<file path="src/sv/max_heap_priority_queue_core_assert.svh">
// assertion macros for the max-heap priority queue core
// included by the modules that carry concurrent checks; no other dependencies
`ifndef MAX_HEAP_PRIORITY_QUEUE_CORE_ASSERT_SVH
`define MAX_HEAP_PRIORITY_QUEUE_CORE_ASSERT_SVH
`ifndef SYNTHESIS
`define MHPQ_ASSERT(lbl, clk, rst_n, prop, msg) \
  lbl: assert property (@(posedge clk) disable iff (!rst_n) prop) else $error(msg);
`define MHPQ_ASSERT_NEVER(lbl, clk, rst_n, cond, msg) \
  lbl: assert property (@(posedge clk) disable iff (!rst_n) !(cond)) else $error(msg);
`else
`define MHPQ_ASSERT(lbl, clk, rst_n, prop, msg)
`define MHPQ_ASSERT_NEVER(lbl, clk, rst_n, cond, msg)
`endif
`endif

</file>
<file path="src/sv/mhpq_ram.sv">
// generic single-write, single-read ram with registered read data
// no dependencies; holds the heap entries
`default_nettype none
module mhpq_ram #(
  parameter int unsigned WIDTH = 32,
  parameter int unsigned DEPTH = 128
) (
  input  wire logic                                      clk,
  input  wire logic                                      we,
  input  wire logic [((DEPTH > 1) ? $clog2(DEPTH) : 1)-1:0] waddr,
  input  wire logic [WIDTH-1:0]                          wdata,
  input  wire logic [((DEPTH > 1) ? $clog2(DEPTH) : 1)-1:0] raddr,
  output logic      [WIDTH-1:0]                          rdata
);

  logic [WIDTH-1:0] mem [DEPTH];

  always_ff @(posedge clk) begin
    if (we) begin
      mem[waddr] <= wdata;
    end
    rdata <= mem[raddr];
  end

endmodule
`default_nettype wire

</file>
<file path="config.mk">
export PLATFORM = sky130hd
export DESIGN_NAME = mhpq_ram
export DESIGN_NICKNAME = d
export VERILOG_FILES = /design/src/sv/max_heap_priority_queue_core_assert.svh /design/src/sv/mhpq_ram.sv
export SDC_FILE = /design/constraint.sdc
export NUM_CORES = 2
export LEC_CHECK = 0
export BUFFER_PORTS_ARGS = -buffer_cell sky130_fd_sc_hd__buf_4
export CAP_MARGIN = 20
export CORE_ASPECT_RATIO = 1.1
export CORE_MARGIN = 5
export CORE_UTILIZATION = 50
export CTS_BUF_LIST = sky130_fd_sc_hd__clkbuf_4
export CTS_CLUSTER_SIZE = 24
export DETAILED_ROUTE_END_ITERATION = 6
export PLACE_DENSITY_LB_ADDON = 0.12
export SETUP_SLACK_MARGIN = 0.3
export SLEW_MARGIN = 5
export SYNTH_ARGS = -nofsm -noshare
export SYNTH_HDL_FRONTEND = slang
export SYNTH_SLANG_ARGS = --single-unit
</file>
<file path="constraint.sdc">
create_clock -name clk -period 3.6 [get_ports clk]
set_input_delay 0.18 -clock clk [delete_from_list [all_inputs] [get_ports clk]]
set_output_delay 0.18 -clock clk [all_outputs]
set_load 0.02 [all_outputs]
</file>
==> metrics.md <==
| Metric | Value |
|---|---|
| Final setup fails | 0 |
| Most frequent cells in the layout | edfxtp_1 (4,096), clkbuf_4 (1,569), mux4_2 (1,344), buf_4 (334), clkinv_1 (156) |
| Syn. warnings | 0 |
| CTS buffer count | between 1,000 and 1,500 |
| Share of layout cells above drive strength 1 | 0.451 |
| FF+latch count, synth | just over 4,000 |
| Skew final | 115 ps |
| Main combinational cell family by area after synthesis | multiplexers |
| Maximum fanout along the worst path | 6 |
| CTS H-tree depth | 7 |
| Mapped Area | roughly 160,000 um2 |
| Max Cap Viol | 0 |
| 1st-pass router iterations | 6 |
| CTS Buffer Depth | 5 |
| Comb pwr share | 0.059 |
| DR WL/cell | ~36 um |
| Total Power | 97.7 mW |
| Routed vias | ~76,000 |
| DRT Wirelength | 442 mm |
| PnR worst setup slack | about 360 ps |
| Final Hold Vio Count | 0 |
| Leakage power | between 50 and 60 nW |
| Rel. slew slack | 0.400 |
| Arrival @ worst endpoint | 4450 ps |
| Clock slew at reported path FFs | 60 ps |
| Post-route ant nets | 0 |
| Starting Density | 0.502 |
| Sw frac | 0.223 |
| Post-synthesis mux area share | 0.196 |
| Pwr per Cell Area | approximately 540 nW/um2 |
| P&R area growth vs syn | 16.1% |
| WHS | ~220 ps |
| CTS tree | yes |
| Cell Int Power | 75.9 mW |
| Layout net count | between 7,000 and 8,000 |
| Final routed DRC violation total | 0 |
| Crit path cell chain | dlygate4sd3_1 -> buf_4 -> dlygate4sd3_1 -> nand3_1 -> dlygate4sd3_1 -> buf_4 -> dlygate4sd3_1 -> nor2_4 -> dlygate4sd3_1 |
| Worst setup path class | primary input to flop |
| Core Area | 312,000 um2 |
| Die X | between 500 and 600 um |
| Core Util, Final | 0.582 |
| Required @ worst endpoint | between 4000 and 5000 ps |
| Hold Crit Class | primary input to flop |
| Vias per inst | between 6 and 7 |
| Vias in the first global route | about 79,000 |
| Most frequent CP cell | dlygate4sd3_1 |
| Post-Synth XOR/XNOR Area | 0 |
| IO Count | 80 |
| Hpwl dp | 241 mm |
| Critical Path End Type | flop |
| Largest net degree at the start of global routing | just under 100 |
| FILL cells | 22,600 |
| Flop pwr share | 0.545 |
| Pre-CTS setup slack | around 57 ps |
| Status | finished clean |
| Worst setup SP type | primary input |
| Count of pins over their slew limit | 0 |
| GRT Total Usage | 0.279 |
| Initial drt markers | between 9,000 and 10,000 |
| Power share of the clock group | 0.396 |
| Setup TNS Final | 0 ps |
| Post-CTS sizing | 0 |
| Antenna violations before repair | 48 |
| Post-Synth Adder-Cell Area | 0 |
| CTS sink cnt | ~4,100 |
| Slowest Stage Delay on Critical Path | 910 ps |
| Critical path's slowest cell | dlygate4sd3_1 |
| Register area share after synthesis | 0.791 |
| Switch Pwr | around 22 mW |
| Skew-Pair Late Insertion Delay | 1630 ps |
| Slew @ Worst Pin | between 800 and 900 ps |
| Most common cell after layout, fill and taps aside | edfxtp_1 |
| Synth Net Count | roughly 6,000 |
| Final period util | 0.901 |
| Root buffer cell | clkbuf_4 |
| Netlist cell types | 17 |
| Synth Area in Compound Gates | 0 |
| Post-Synthesis Cells | ~6,000 |
| Site row count | 215 |
| Number of port buffers | 79 |
| Achievable Freq | between 0.3 and 0.4 GHz |
| Gr ovfl total | 0 |
| Peak VDD IR | between 0.3 and 0.4 mV |
| Die outline height | a little under 600 um |
| Die area | between 300,000 and 400,000 um2 |
| Syn avg cell area | around 26 um2 |
| RSZ-0062 raised after global routing | false |
| Gpl congestion | between 0.8 and 0.9 |
| First-pass GRT wire length | a little over 600 mm |
| Post-Synth Simple-Gate Area | 0.00446 |
| Min Tclk post-route | 3240 ps |
==> cell type report <==
cell class              instances  area, um2  share of cell area
repair buffers                622       7360              0.0406
well taps                    4123       5160              0.0284
multi-input cells            1546      32300               0.178
flip-flops and latches       4128     124000               0.681
clock buffers                1569      11800              0.0649
clock inverters               204       1030             0.00567
diodes                         50        125            0.000690
==> what timing repair did <==
action,CTS,global route
hold buffers,150,0
buffers inserted,0,0
hold endpoints to repair,8211,0
endpoints found under the setup margin,0,28
==> flip-flops by register name, indices dropped and copies added (netlist names) <==
signal / count
rdata: 32
mem: 4096
==> critical path, delay by kind of cell <==
kind	cells	cell delay (ps)
buffers and inverters	7	3920
and+or+nand+nor	2	330
==> stage by stage <==
step           instances  cell area (um2)
2_1_floorplan       5990           156000
3_3_place_gp       10300           166000
4_1_cts            12200           181000
6_report           12200           181000
5_1_grt            12200           181000
3_5_place_dp       10300           166000
==> cell usage after synthesis, drive strengths merged <==
master / instances / area [um2]
clkbuf: 182 / 683
nor2b: 7 / 43.8
nand4: 3 / 18.8
or3: 1 / 6.26
dfxtp: 32 / 641
nand2: 14 / 52.6
nor3: 9 / 45.0
mux4: 1344 / 30300
edfxtp: 4096 / 123000
nor2: 122 / 458
nand2b: 2 / 12.5
nand3: 12 / 60.1
buf: 134 / 628
mux2: 32 / 360
==> path summary, 6_finish.rpt <==
path / cells after the start / to / from / slack [ps]
worst max-delay path: 9 / mem[58][26] / waddr[3] / 360
worst max register to register: 5 / rdata[16] / mem[119][16] / 510
worst min register to register: 4 / rdata[2] / mem[60][2] / 1110
worst min-delay path: 4 / mem[1][11] / wdata[11] / 220
==> power by group through the flow <==
| stage | combinational (mW) | sequential, mW | clock, mW |
|---|---|---|---|
| floorplan | 2.56 | 54.2 | 0 |
| global placement | 5.47 | 54.3 | 0 |
| detailed placement | 5.52 | 54.3 | 0 |
| CTS | 5.80 | 53.3 | 39.7 |
| global route | 5.93 | 53.2 | 42.5 |
| finish | 5.73 | 53.3 | 38.7 |
==> layer usage <==
layer	part of all wire	wire length, um	GRT usage	up-vias
met1	0.38	167000	0.372	41800
met4	0.037	16200	0.120	8
met5	0.00012	53	0	-
li1	-	-	-	29900
met3	0.085	37500	0.0664	570
met2	0.50	222000	0.445	4081
==> kinds of logic after synthesis <==
group / after synthesis
flip-flops: 4128
multiplexers: 1376
buffers and inverters: 316
AND/OR/NAND/NOR: 170
Power figures use the tool's default switching activity.
