[src/sv/max_heap_priority_queue_core_assert.svh]
// assertion macros for the max-heap priority queue core
// included by the modules that carry concurrent checks; no other dependencies
`ifndef MAX_HEAP_PRIORITY_QUEUE_CORE_ASSERT_SVH
`define MAX_HEAP_PRIORITY_QUEUE_CORE_ASSERT_SVH
`ifndef SYNTHESIS
`define MHPQ_ASSERT(lbl, clk, rst_n, prop, msg) \
  lbl: assert property (@(posedge clk) disable iff (!rst_n) prop) else $error(msg);
`define MHPQ_ASSERT_NEVER(lbl, clk, rst_n, cond, msg) \
  lbl: assert property (@(posedge clk) disable iff (!rst_n) !(cond)) else $error(msg);
`else
`define MHPQ_ASSERT(lbl, clk, rst_n, prop, msg)
`define MHPQ_ASSERT_NEVER(lbl, clk, rst_n, cond, msg)
`endif
`endif

[src/sv/mhpq_pkg.sv]
// shared types and constants of the max-heap priority queue core
// no dependencies; imported by the sequencer and the top level
`default_nettype none
package mhpq_pkg;

  localparam int unsigned HEAP_DEPTH_DEF = 128;
  localparam int unsigned ID_W           = 16;
  localparam int unsigned PRI_W          = 16;
  localparam int unsigned OCC_W          = 8;
  localparam int unsigned STATUS_W       = 2;

  localparam logic CMD_INSERT  = 1'b0;
  localparam logic CMD_EXTRACT = 1'b1;

  localparam logic [STATUS_W-1:0] ST_OK    = 2'd0;
  localparam logic [STATUS_W-1:0] ST_EMPTY = 2'd1;
  localparam logic [STATUS_W-1:0] ST_FULL  = 2'd2;

  typedef struct packed {
    logic [ID_W-1:0]         id;
    logic signed [PRI_W-1:0] pri;
  } task_t;

  typedef struct packed {
    logic                    command;
    logic [ID_W-1:0]         task_id;
    logic signed [PRI_W-1:0] priority_req;
  } in_word_t;

  typedef struct packed {
    logic [STATUS_W-1:0]     status;
    logic [ID_W-1:0]         out_task_id;
    logic signed [PRI_W-1:0] out_priority;
    logic [OCC_W-1:0]        occupancy;
  } out_word_t;

  typedef struct packed {
    logic start;
    logic out_free;
  } seq_ctl_t;

  typedef struct packed {
    logic idle;
    logic done;
  } seq_stat_t;

endpackage
`default_nettype wire

[src/sv/mhpq_seq.sv]
// heap sequencer: sift-up and sift-down over the heap ram with one shared comparator
// depends on mhpq_pkg and the assertion header
`default_nettype none
`include "max_heap_priority_queue_core_assert.svh"
module mhpq_seq #(
  parameter int unsigned HEAP_DEPTH = mhpq_pkg::HEAP_DEPTH_DEF
) (
  input  wire logic                                           clk,
  input  wire logic                                           rst_n,
  input  wire mhpq_pkg::seq_ctl_t                             ctl,
  input  wire mhpq_pkg::in_word_t                             req,
  output mhpq_pkg::seq_stat_t                                 stat,
  output mhpq_pkg::out_word_t                                 rsp,
  output logic                                                ram_we,
  output logic [((HEAP_DEPTH > 1) ? $clog2(HEAP_DEPTH) : 1)-1:0] ram_waddr,
  output mhpq_pkg::task_t                                     ram_wdata,
  output logic [((HEAP_DEPTH > 1) ? $clog2(HEAP_DEPTH) : 1)-1:0] ram_raddr,
  input  wire mhpq_pkg::task_t                                ram_rdata
);
  import mhpq_pkg::*;

  localparam int unsigned AW = (HEAP_DEPTH > 1) ? $clog2(HEAP_DEPTH) : 1;
  localparam int unsigned CW = $clog2(HEAP_DEPTH + 1);
  localparam int unsigned IW = AW + 2;

  localparam logic [3:0] S_IDLE    = 4'd0;
  localparam logic [3:0] S_UP_RD   = 4'd1;
  localparam logic [3:0] S_UP_CMP  = 4'd2;
  localparam logic [3:0] S_EX_ROOT = 4'd3;
  localparam logic [3:0] S_EX_LAST = 4'd4;
  localparam logic [3:0] S_DN_RDL  = 4'd5;
  localparam logic [3:0] S_DN_RDR  = 4'd6;
  localparam logic [3:0] S_DN_CMP  = 4'd7;
  localparam logic [3:0] S_RESP    = 4'd8;

  logic [3:0]          state_r, state_nxt;
  logic [CW-1:0]       count_r, count_nxt;
  logic [AW-1:0]       pos_r, pos_nxt;
  task_t               item_r, item_nxt;
  task_t               best_r, best_nxt;
  logic                lsel_r, lsel_nxt;
  logic                rvld_r, rvld_nxt;
  logic [STATUS_W-1:0] res_status_r, res_status_nxt;
  task_t               res_task_r, res_task_nxt;

  logic signed [PRI_W-1:0] cmp_a, cmp_b;
  logic                    cmp_gt;
  logic [IW-1:0]           left_ix, right_ix, cnt_ext;
  logic [AW-1:0]           parent_ix;
  logic [CW+OCC_W-1:0]     occ_ext;
  logic                    done;

  // the one comparator shared by every priority comparison
  assign cmp_gt = cmp_a > cmp_b;

  assign left_ix   = {1'b0, pos_r, 1'b1};
  assign right_ix  = left_ix + IW'(1);
  assign cnt_ext   = IW'(count_r);
  assign parent_ix = AW'((pos_r - AW'(1)) >> 1);

  always_comb begin
    state_nxt      = state_r;
    count_nxt      = count_r;
    pos_nxt        = pos_r;
    item_nxt       = item_r;
    best_nxt       = best_r;
    lsel_nxt       = lsel_r;
    rvld_nxt       = rvld_r;
    res_status_nxt = res_status_r;
    res_task_nxt   = res_task_r;
    cmp_a          = item_r.pri;
    cmp_b          = ram_rdata.pri;
    ram_we         = 1'b0;
    ram_waddr      = pos_r;
    ram_wdata      = item_r;
    ram_raddr      = '0;
    done           = 1'b0;
    unique case (state_r)
      S_IDLE: begin
        if (ctl.start) begin
          res_status_nxt = ST_OK;
          res_task_nxt   = '0;
          if (req.command == CMD_INSERT) begin
            if (count_r == CW'(HEAP_DEPTH)) begin
              res_status_nxt = ST_FULL;
              state_nxt      = S_RESP;
            end else begin
              item_nxt.id  = req.task_id;
              item_nxt.pri = req.priority_req;
              pos_nxt      = count_r[AW-1:0];
              count_nxt    = count_r + CW'(1);
              state_nxt    = S_UP_RD;
            end
          end else begin
            if (count_r == '0) begin
              res_status_nxt = ST_EMPTY;
              state_nxt      = S_RESP;
            end else begin
              count_nxt = count_r - CW'(1);
              ram_raddr = '0;
              state_nxt = S_EX_ROOT;
            end
          end
        end
      end
      S_UP_RD: begin
        if (pos_r == '0) begin
          ram_we    = 1'b1;
          state_nxt = S_RESP;
        end else begin
          ram_raddr = parent_ix;
          state_nxt = S_UP_CMP;
        end
      end
      S_UP_CMP: begin
        // parent moves down into the hole while it is strictly lower
        ram_we = 1'b1;
        if (cmp_gt) begin
          ram_wdata = ram_rdata;
          pos_nxt   = parent_ix;
          state_nxt = S_UP_RD;
        end else begin
          state_nxt = S_RESP;
        end
      end
      S_EX_ROOT: begin
        res_task_nxt = ram_rdata;
        ram_raddr    = count_r[AW-1:0];
        state_nxt    = S_EX_LAST;
      end
      S_EX_LAST: begin
        item_nxt = ram_rdata;
        pos_nxt  = '0;
        if (count_r == '0) begin
          state_nxt = S_RESP;
        end else begin
          state_nxt = S_DN_RDL;
        end
      end
      S_DN_RDL: begin
        if (left_ix >= cnt_ext) begin
          ram_we    = 1'b1;
          state_nxt = S_RESP;
        end else begin
          ram_raddr = left_ix[AW-1:0];
          state_nxt = S_DN_RDR;
        end
      end
      S_DN_RDR: begin
        cmp_a     = ram_rdata.pri;
        cmp_b     = item_r.pri;
        lsel_nxt  = cmp_gt;
        best_nxt  = cmp_gt ? ram_rdata : item_r;
        rvld_nxt  = right_ix < cnt_ext;
        ram_raddr = right_ix[AW-1:0];
        state_nxt = S_DN_CMP;
      end
      S_DN_CMP: begin
        // right child wins only on strictly greater priority
        cmp_a  = ram_rdata.pri;
        cmp_b  = best_r.pri;
        ram_we = 1'b1;
        if (rvld_r && cmp_gt) begin
          ram_wdata = ram_rdata;
          pos_nxt   = right_ix[AW-1:0];
          state_nxt = S_DN_RDL;
        end else if (lsel_r) begin
          ram_wdata = best_r;
          pos_nxt   = left_ix[AW-1:0];
          state_nxt = S_DN_RDL;
        end else begin
          state_nxt = S_RESP;
        end
      end
      S_RESP: begin
        if (ctl.out_free) begin
          done      = 1'b1;
          state_nxt = S_IDLE;
        end
      end
      default: begin
        state_nxt = S_IDLE;
      end
    endcase
  end

  always_ff @(posedge clk) begin
    if (!rst_n) begin
      state_r <= S_IDLE;
      count_r <= '0;
    end else begin
      state_r <= state_nxt;
      count_r <= count_nxt;
    end
  end

  always_ff @(posedge clk) begin
    pos_r        <= pos_nxt;
    item_r       <= item_nxt;
    best_r       <= best_nxt;
    lsel_r       <= lsel_nxt;
    rvld_r       <= rvld_nxt;
    res_status_r <= res_status_nxt;
    res_task_r   <= res_task_nxt;
  end

  assign occ_ext = {{OCC_W{1'b0}}, count_r};

  assign stat.idle = (state_r == S_IDLE);
  assign stat.done = done;

  assign rsp.status       = res_status_r;
  assign rsp.out_task_id  = res_task_r.id;
  assign rsp.out_priority = res_task_r.pri;
  assign rsp.occupancy    = occ_ext[OCC_W-1:0];

  `MHPQ_ASSERT(a_count_max, clk, rst_n, count_r <= CW'(HEAP_DEPTH), "task count above depth")
  `MHPQ_ASSERT(a_hole_in_heap, clk, rst_n, (state_r == S_UP_CMP || state_r == S_DN_RDL) |-> (IW'(pos_r) < cnt_ext), "hole outside heap")
  `MHPQ_ASSERT_NEVER(a_write_idle, clk, rst_n, ram_we && (state_r == S_IDLE || state_r == S_RESP), "ram write outside a sift")
  `MHPQ_ASSERT(a_done_free, clk, rst_n, done |-> (ctl.out_free && state_r == S_RESP), "result word pushed into a full output")

endmodule
`default_nettype wire

[config.mk]
export PLATFORM = sky130hd
export DESIGN_NAME = mhpq_seq
export DESIGN_NICKNAME = d
export VERILOG_FILES = /design/src/sv/mhpq_pkg.sv /design/src/sv/mhpq_seq.sv
export VERILOG_INCLUDE_DIRS = /design/src /design/src/sv
export SDC_FILE = /design/constraint.sdc
export NUM_CORES = 1
export LEC_CHECK = 0
export BUFFER_PORTS_ARGS = -buffer_cell sky130_fd_sc_hd__buf_2
export CORE_MARGIN = 1
export CORE_UTILIZATION = 60
export DETAILED_ROUTE_END_ITERATION = 12
export PLACE_DENSITY = 0.85
export SLEW_MARGIN = 5
export SYNTH_ARGS = -nofsm -noshare
export SYNTH_HDL_FRONTEND = slang
export SYNTH_SLANG_ARGS = --single-unit
[constraint.sdc]
create_clock -name clk -period 7 [get_ports clk]
set_input_delay 1.05 -clock clk [delete_from_list [all_inputs] [get_ports clk]]
set_output_delay 1.05 -clock clk [all_outputs]
set_load 0.02 [all_outputs]
==> results of run 1 <==
## cell type report
cell class	instances	area (sq um)	share of cell area
clock buffer	20	436.7	0.04852
clock inverter	12	86.33	0.009593
inverter	20	75.07	0.008341
multi-input combinational	481	3875	0.4306
sequential	119	3453	0.3837
tap	168	210.2	0.02336
timing repair buffer	168	863.3	0.09593
## registers in the layout, summed over array words and instances (netlist names)
register      flops
ram_waddr         7
count_r           8
lsel_r            1
best_r           32
rvld_r            1
item_r           32
res_status_r      2
state_r           4
rsp              32
## worst reg2reg max path, stage by stage (launching register included)
cell and delay [ns]:
dfxtp_1 0.51, or2_2 0.80, mux2_2 0.43, ha_1 0.36, nand4_1 0.16, or4_4 0.52
nor3_2 0.47, nor2b_1 0.20, a31oi_1 0.32, a2bb2oi_4 0.82, a21oi_1 0.13
## kinds of logic after synthesis
group                      after synthesis  share of synthesized area
muxes                                   98                     0.1428
and+or+nand+nor                        153                     0.1118
AOI/OAI and AO/OA                      171                     0.1631
xor gates and xnor gates                19                    0.02201
buffers and inverters                   58                    0.03640
adders and majority gates               40                    0.06717
DFF                                    119                     0.4567
## power groups by stage
stage | logic [uW] | clock network [uW] | registers, uW
after floorplan | 1540 | 0 | 1430
after global placement | 2200 | 0 | 1360
after detailed placement | 2250 | 0 | 1370
after CTS | 2270 | 790 | 1360
after global routing | 2460 | 814 | 1400
final | 2270 | 786 | 1370
## metal layers
layer  global-route usage  wire, um  vias up
li1                     -         -     2825
met1               0.3633      7882     2940
met2               0.5257      9850      263
met3              0.08152      1276       37
met4               0.1195       398        0
met5                    0         0        -
## synthesized netlist by cell type (3+ instances only)
cell       number  share of area
inv_1          19         0.0094
o21ai_1         3         0.0020
and3_1          9         0.0074
ha_1           39          0.065
o31ai_1         3         0.0030
nor2_1         34          0.017
xnor2_1        15          0.017
nor2b_1         8         0.0066
a21o_1         37          0.037
nand4_1         4         0.0033
a22o_1         32          0.037
a221oi_1        4         0.0046
a21oi_1        30          0.020
mux2_2         79           0.12
buf_6           6         0.0089
a2bb2oi_1       4         0.0046
nor3_1          7         0.0046
clkbuf_1       21          0.010
o21a_1          6         0.0060
nand3_1         4         0.0026
buf_1           3         0.0015
nand2_1        21          0.010
or3_1           6         0.0050
o221ai_1        4         0.0046
dfxtp_1        12          0.032
or2_2           3         0.0025
a31oi_1        10         0.0083
edfxtp_1      107           0.42
a211oi_1        6         0.0060
o21ai_0        18          0.012
and2_1         35          0.029
xor2_1          4         0.0046
buf_2           7         0.0046
nand2b_1        6         0.0050
mux2i_1        19          0.025
a222oi_1        3         0.0040
nor4_1          6         0.0050
## through the flow
step	total power, uW	utilization
final	4424	0.7400
after global routing	4667	0.7400
after CTS	4425	0.7400
after detailed placement	3620	0.6970
after global placement	3555	0.6970
after floorplan	2965	-
## final timing paths
check | from | to | cells past startpoint
hold reg to reg | item_r[21] | best_r[21] | 1
setup reg to reg | state_r[3] | state_r[0] | 10
hold / removal | item_r[21] | best_r[21] | 1
setup / recovery | state_r[3] | ram_wdata[5] | 11
==> results.json, run 1 <==
{
  "dpl_cell_area_sq_um": 8477,
  "period_minus_slack_ns": 6.483,
  "fmax_ghz": 0.1542,
  "cts_tree": "done",
  "critPathBufInv": 1,
  "final_cell_mix": "159 x buf_2, 107 x edfxtp_1, 79 x mux2_2, 39 x ha_1, 37 x a21o_1",
  "finalHoldViolations": 0,
  "grt_usage": 0.3049,
  "place.port_buffers": 159,
  "worst_hold_path_type": "flop to flop",
  "wl_per_cell_um": 19.64,
  "cts_buffers": 17,
  "maxCapViolations": 0,
  "critical_path_required_ns": 5.95,
  "core_region_area_sq_um": 12160,
  "worstMarginPinSlew_ns": 1.061,
  "fillers": 859,
  "wl_um": 19410,
  "postSynth.asyncResetShare": 0,
  "reg2reg_slack_ns": 2.11,
  "ys_types": 59,
  "cts.repair.resized": 0,
  "firstDrtPassIters": 6,
  "p_seq_frac": 0.309,
  "antenna_cells": 0,
  "p_sw_frac": 0.4271,
  "grt_max_degree": 50,
  "end_kind": "output pin",
  "postCtsSetupBuffers": 0,
  "cp_slowest_cell": "a2bb2oi_4",
  "fin_area_sq_um": 9000,
  "synth_edf_count": 107,
  "grt_pass1_vias": 6007,
  "gr-total-overflow": 0,
  "areaGrowthSynthToFinish_pct": 19.01,
  "power.internal_uw": 2535,
  "synth_ff_type": "edfxtp_1",
  "path_delay_family": "simple AND/OR/NAND/NOR gates",
  "yosysSeqAreaShare": 0.4567,
  "powerDensity_nw_per_um2": 491.6,
  "drtIter0Drc": 564,
  "ir_worst_vdd_uv": 292.5,
  "syn_nets": 767,
  "setup_tns_ns": 0,
  "cp_max_fo": 49,
  "slowest_delay_ns": 0.82,
  "cp-start-kind": "flop",
  "min_period_over_period": 0.9262,
  "grt_pass1_wl_um": 30100,
  "place_ws_ns": 1.007,
  "clk_latency_ns": 0.42,
  "drt-vias-per-instance": 6.139,
  "rows": 40,
  "report.final.slew_viol_count": 0,
  "criticalPathCategory": "flop to output pin",
  "fp.dieArea_sq_um": 13060,
  "status": "complete, no violations",
  "layout_setup_ws_ns": 0.5169,
  "vias": 6065,
  "cp_cell_sequence": "or2_2 -> mux2_2 -> ha_1 -> nand4_1 -> or4_4 -> nor3_2 -> nor2b_1 -> a31oi_1 -> a2bb2oi_4 -> a21o_1 -> buf_2",
  "power.share.combinational": 0.513,
  "slew_headroom": 0.2901,
  "layout_commonest_cell": "buf_2",
  "ys_warn_count": 0,
  "root_buffer": "clkbuf_16",
  "arrival_ns": 5.43,
  "io_pins": 160,
  "rsz0062_at_grt": "no",
  "cts.sinks": 119,
  "hold_slack_ns": 0.5871,
  "drive_gt1_frac": 0.3488,
  "finClkSkew_ns": 0.007437,
  "initial_core_util": 0.6218,
  "gp_congestion": 0.8934,
  "synthesis.instances": 658,
  "ant_nets": 0,
  "antenna_found_initial": 0,
  "netlist_area_sq_um": 7562,
  "syn_avg_cell_area_sq_um": 11.49,
  "holdBufCountCts": 0,
  "instances_no_fill": 988,
  "clk_pin_slew_worst_paths_ns": 0.05,
  "placed_cells": 956,
  "p_leak_uw": 0.003759,
  "die_w_um": 114.3,
  "cts_buffer_depth": 2,
  "layout.nets": 916,
  "setup_viol": 0,
  "route.detailed.drc": 0,
  "htreeDepth": 4,
  "pwr-share-clk": 0.178,
  "synth-seq-cells": 119,
  "place_hpwl_um": 12830,
  "switchingPower_uw": 1890,
  "die_h_um": 114.3
}
Note: power is estimated with default switching activity, not from simulation.
==> run 2, diff against run 1 <==
==> constraint.sdc (replaced) <==
create_clock -name clk -period 7 [get_ports clk]
set_input_delay 1.75 -clock clk [delete_from_list [all_inputs] [get_ports clk]]
set_output_delay 1.75 -clock clk [all_outputs]
set_load 0.02 [all_outputs]
==> results.json, run 2 (synthesis results as in run 1) <==
{
  "grt_pass1_vias": 6027,
  "power_uw": 4463,
  "drt-vias-per-instance": 6.150,
  "gp_congestion": 0.8774,
  "antenna_found_initial": 0,
  "r2r_cells": 10,
  "worstMarginPinSlew_ns": 0.9512,
  "powerDensity_nw_per_um2": 490.3,
  "status": "complete, no violations",
  "drtIter0Drc": 559,
  "cts_tree": "done",
  "report.final.slew_viol_count": 0,
  "io_pins": 160,
  "finClkSkew_ns": 0.007936,
  "die_w_um": 114.3,
  "final_cell_mix": "159 x buf_2, 107 x edfxtp_1, 79 x mux2_2, 39 x ha_1, 37 x a21o_1",
  "worstReg2RegEnd": "best_r[2]",
  "maxCapViolations": 0,
  "holdBufCountCts": 0,
  "place.port_buffers": 159,
  "antenna_cells": 0,
  "layout.nets": 926,
  "grt_usage": 0.2979,
  "worst_hold_path_type": "flop to flop",
  "period_minus_slack_ns": 6.530,
  "cts_buffer_depth": 2,
  "layout_setup_ws_ns": 0.4700,
  "setup_viol": 0,
  "cp_max_fo": 17,
  "clk_latency_ns": 0.41,
  "slew_headroom": 0.3659,
  "cts.sinks": 119,
  "rsz0062_at_grt": "no",
  "rows": 40,
  "ir_worst_vdd_uv": 320.4,
  "hold_start": "item_r[30]",
  "p_leak_uw": 0.003836,
  "core_region_area_sq_um": 12160,
  "end_kind": "output pin",
  "fmax_ghz": 0.1531,
  "hold_path_end": "best_r[30]",
  "reg2reg_slack_ns": 2.66,
  "grt_pass1_wl_um": 29860,
  "min_period_over_period": 0.9329,
  "finalHoldViolations": 0,
  "htreeDepth": 4,
  "timing.rr.start": "state_r[3]",
  "place_hpwl_um": 13140,
  "dpl_cell_area_sq_um": 8529,
  "arrival_ns": 4.78,
  "die_h_um": 114.3,
  "root_buffer": "clkbuf_16",
  "gr-total-overflow": 0,
  "firstDrtPassIters": 5,
  "layout_commonest_cell": "buf_2",
  "place_ws_ns": 0.08014,
  "hold_depth": 1,
  "critical_path_required_ns": 5.25,
  "initial_core_util": 0.6218,
  "vias": 6138,
  "grt_max_degree": 50,
  "wl_um": 19330,
  "criticalPathCategory": "input port to output pin",
  "drive_gt1_frac": 0.3614,
  "areaGrowthSynthToFinish_pct": 20.35,
  "cp-start-kind": "input port",
  "clk_pin_slew_worst_paths_ns": 0.05,
  "route.detailed.drc": 0,
  "hold_slack_ns": 0.5804,
  "setup_tns_ns": 0,
  "cts_buffers": 17,
  "ant_nets": 0,
  "wl_per_cell_um": 19.37,
  "fp.dieArea_sq_um": 13060,
  "fin_area_sq_um": 9101
}
[run 2: worst max-delay path by stage]
stage,startpoint,end,cells after the start
after global placement,ram_rdata[15],ram_wdata[31],12
after floorplan,ram_rdata[15],ram_wdata[14],10
after detailed placement,ram_rdata[15],ram_wdata[12],12
after global routing,ram_rdata[15],ram_wdata[1],13
after CTS,state_r[3],ram_wdata[1],12
final,ram_rdata[14],ram_wdata[1],13
[run 2: cell type report]
cell class	instances	area, sq um
Multi-Input combinational cell	481	3877
Tap cell	168	210.2
Sequential cell	119	3453
Fill cell	831	3060
Inverter	20	75.07
Clock inverter	12	110.1
Clock buffer	20	436.7
Timing Repair Buffer	178	938.4
[run 2: stage by stage]
step / util / std cells
2_1_floorplan: - / 658
3_3_place_gp: 0.7013 / 963
3_5_place_dp: 0.7013 / 963
4_1_cts: 0.7463 / 995
5_1_grt: 0.7484 / 998
6_report: 0.7484 / 998
[run 2: metal layers]
layer | up-vias | GRT usage | wire length, um | part of all wire
li1 | 2849 | - | - | -
met1 | 2962 | 0.3730 | 7987 | 0.41
met2 | 276 | 0.5042 | 9558 | 0.49
met3 | 51 | 0.05453 | 1208 | 0.062
met4 | 0 | 0.1325 | 575 | 0.030
met5 | - | 0 | 0 | 0
[run 2: worst max-delay path: stages]
cell and delay (ns):
buf_2 0.14, mux2_2 0.27, ha_1 0.30, nand4_1 0.14, or4_4 0.51, a21o_1 0.23
a31oi_2 0.36, nor4_4 0.08, buf_4 0.19, buf_4 0.21, a22o_1 0.26, a21o_1 0.17
buf_2 0.16
[run 2: timing repair]
item,in CTS,in global routing
endpoints found under the hold margin,0,0
buffers inserted,0,3
setup endpoints to repair,0,17
gates resized for setup,0,1
[run 2: power breakdown]
group	switching [uW]	internal, uW
Combinational	1350	929
Sequential	232	1140
Clock	297	515
Total	1880	2590
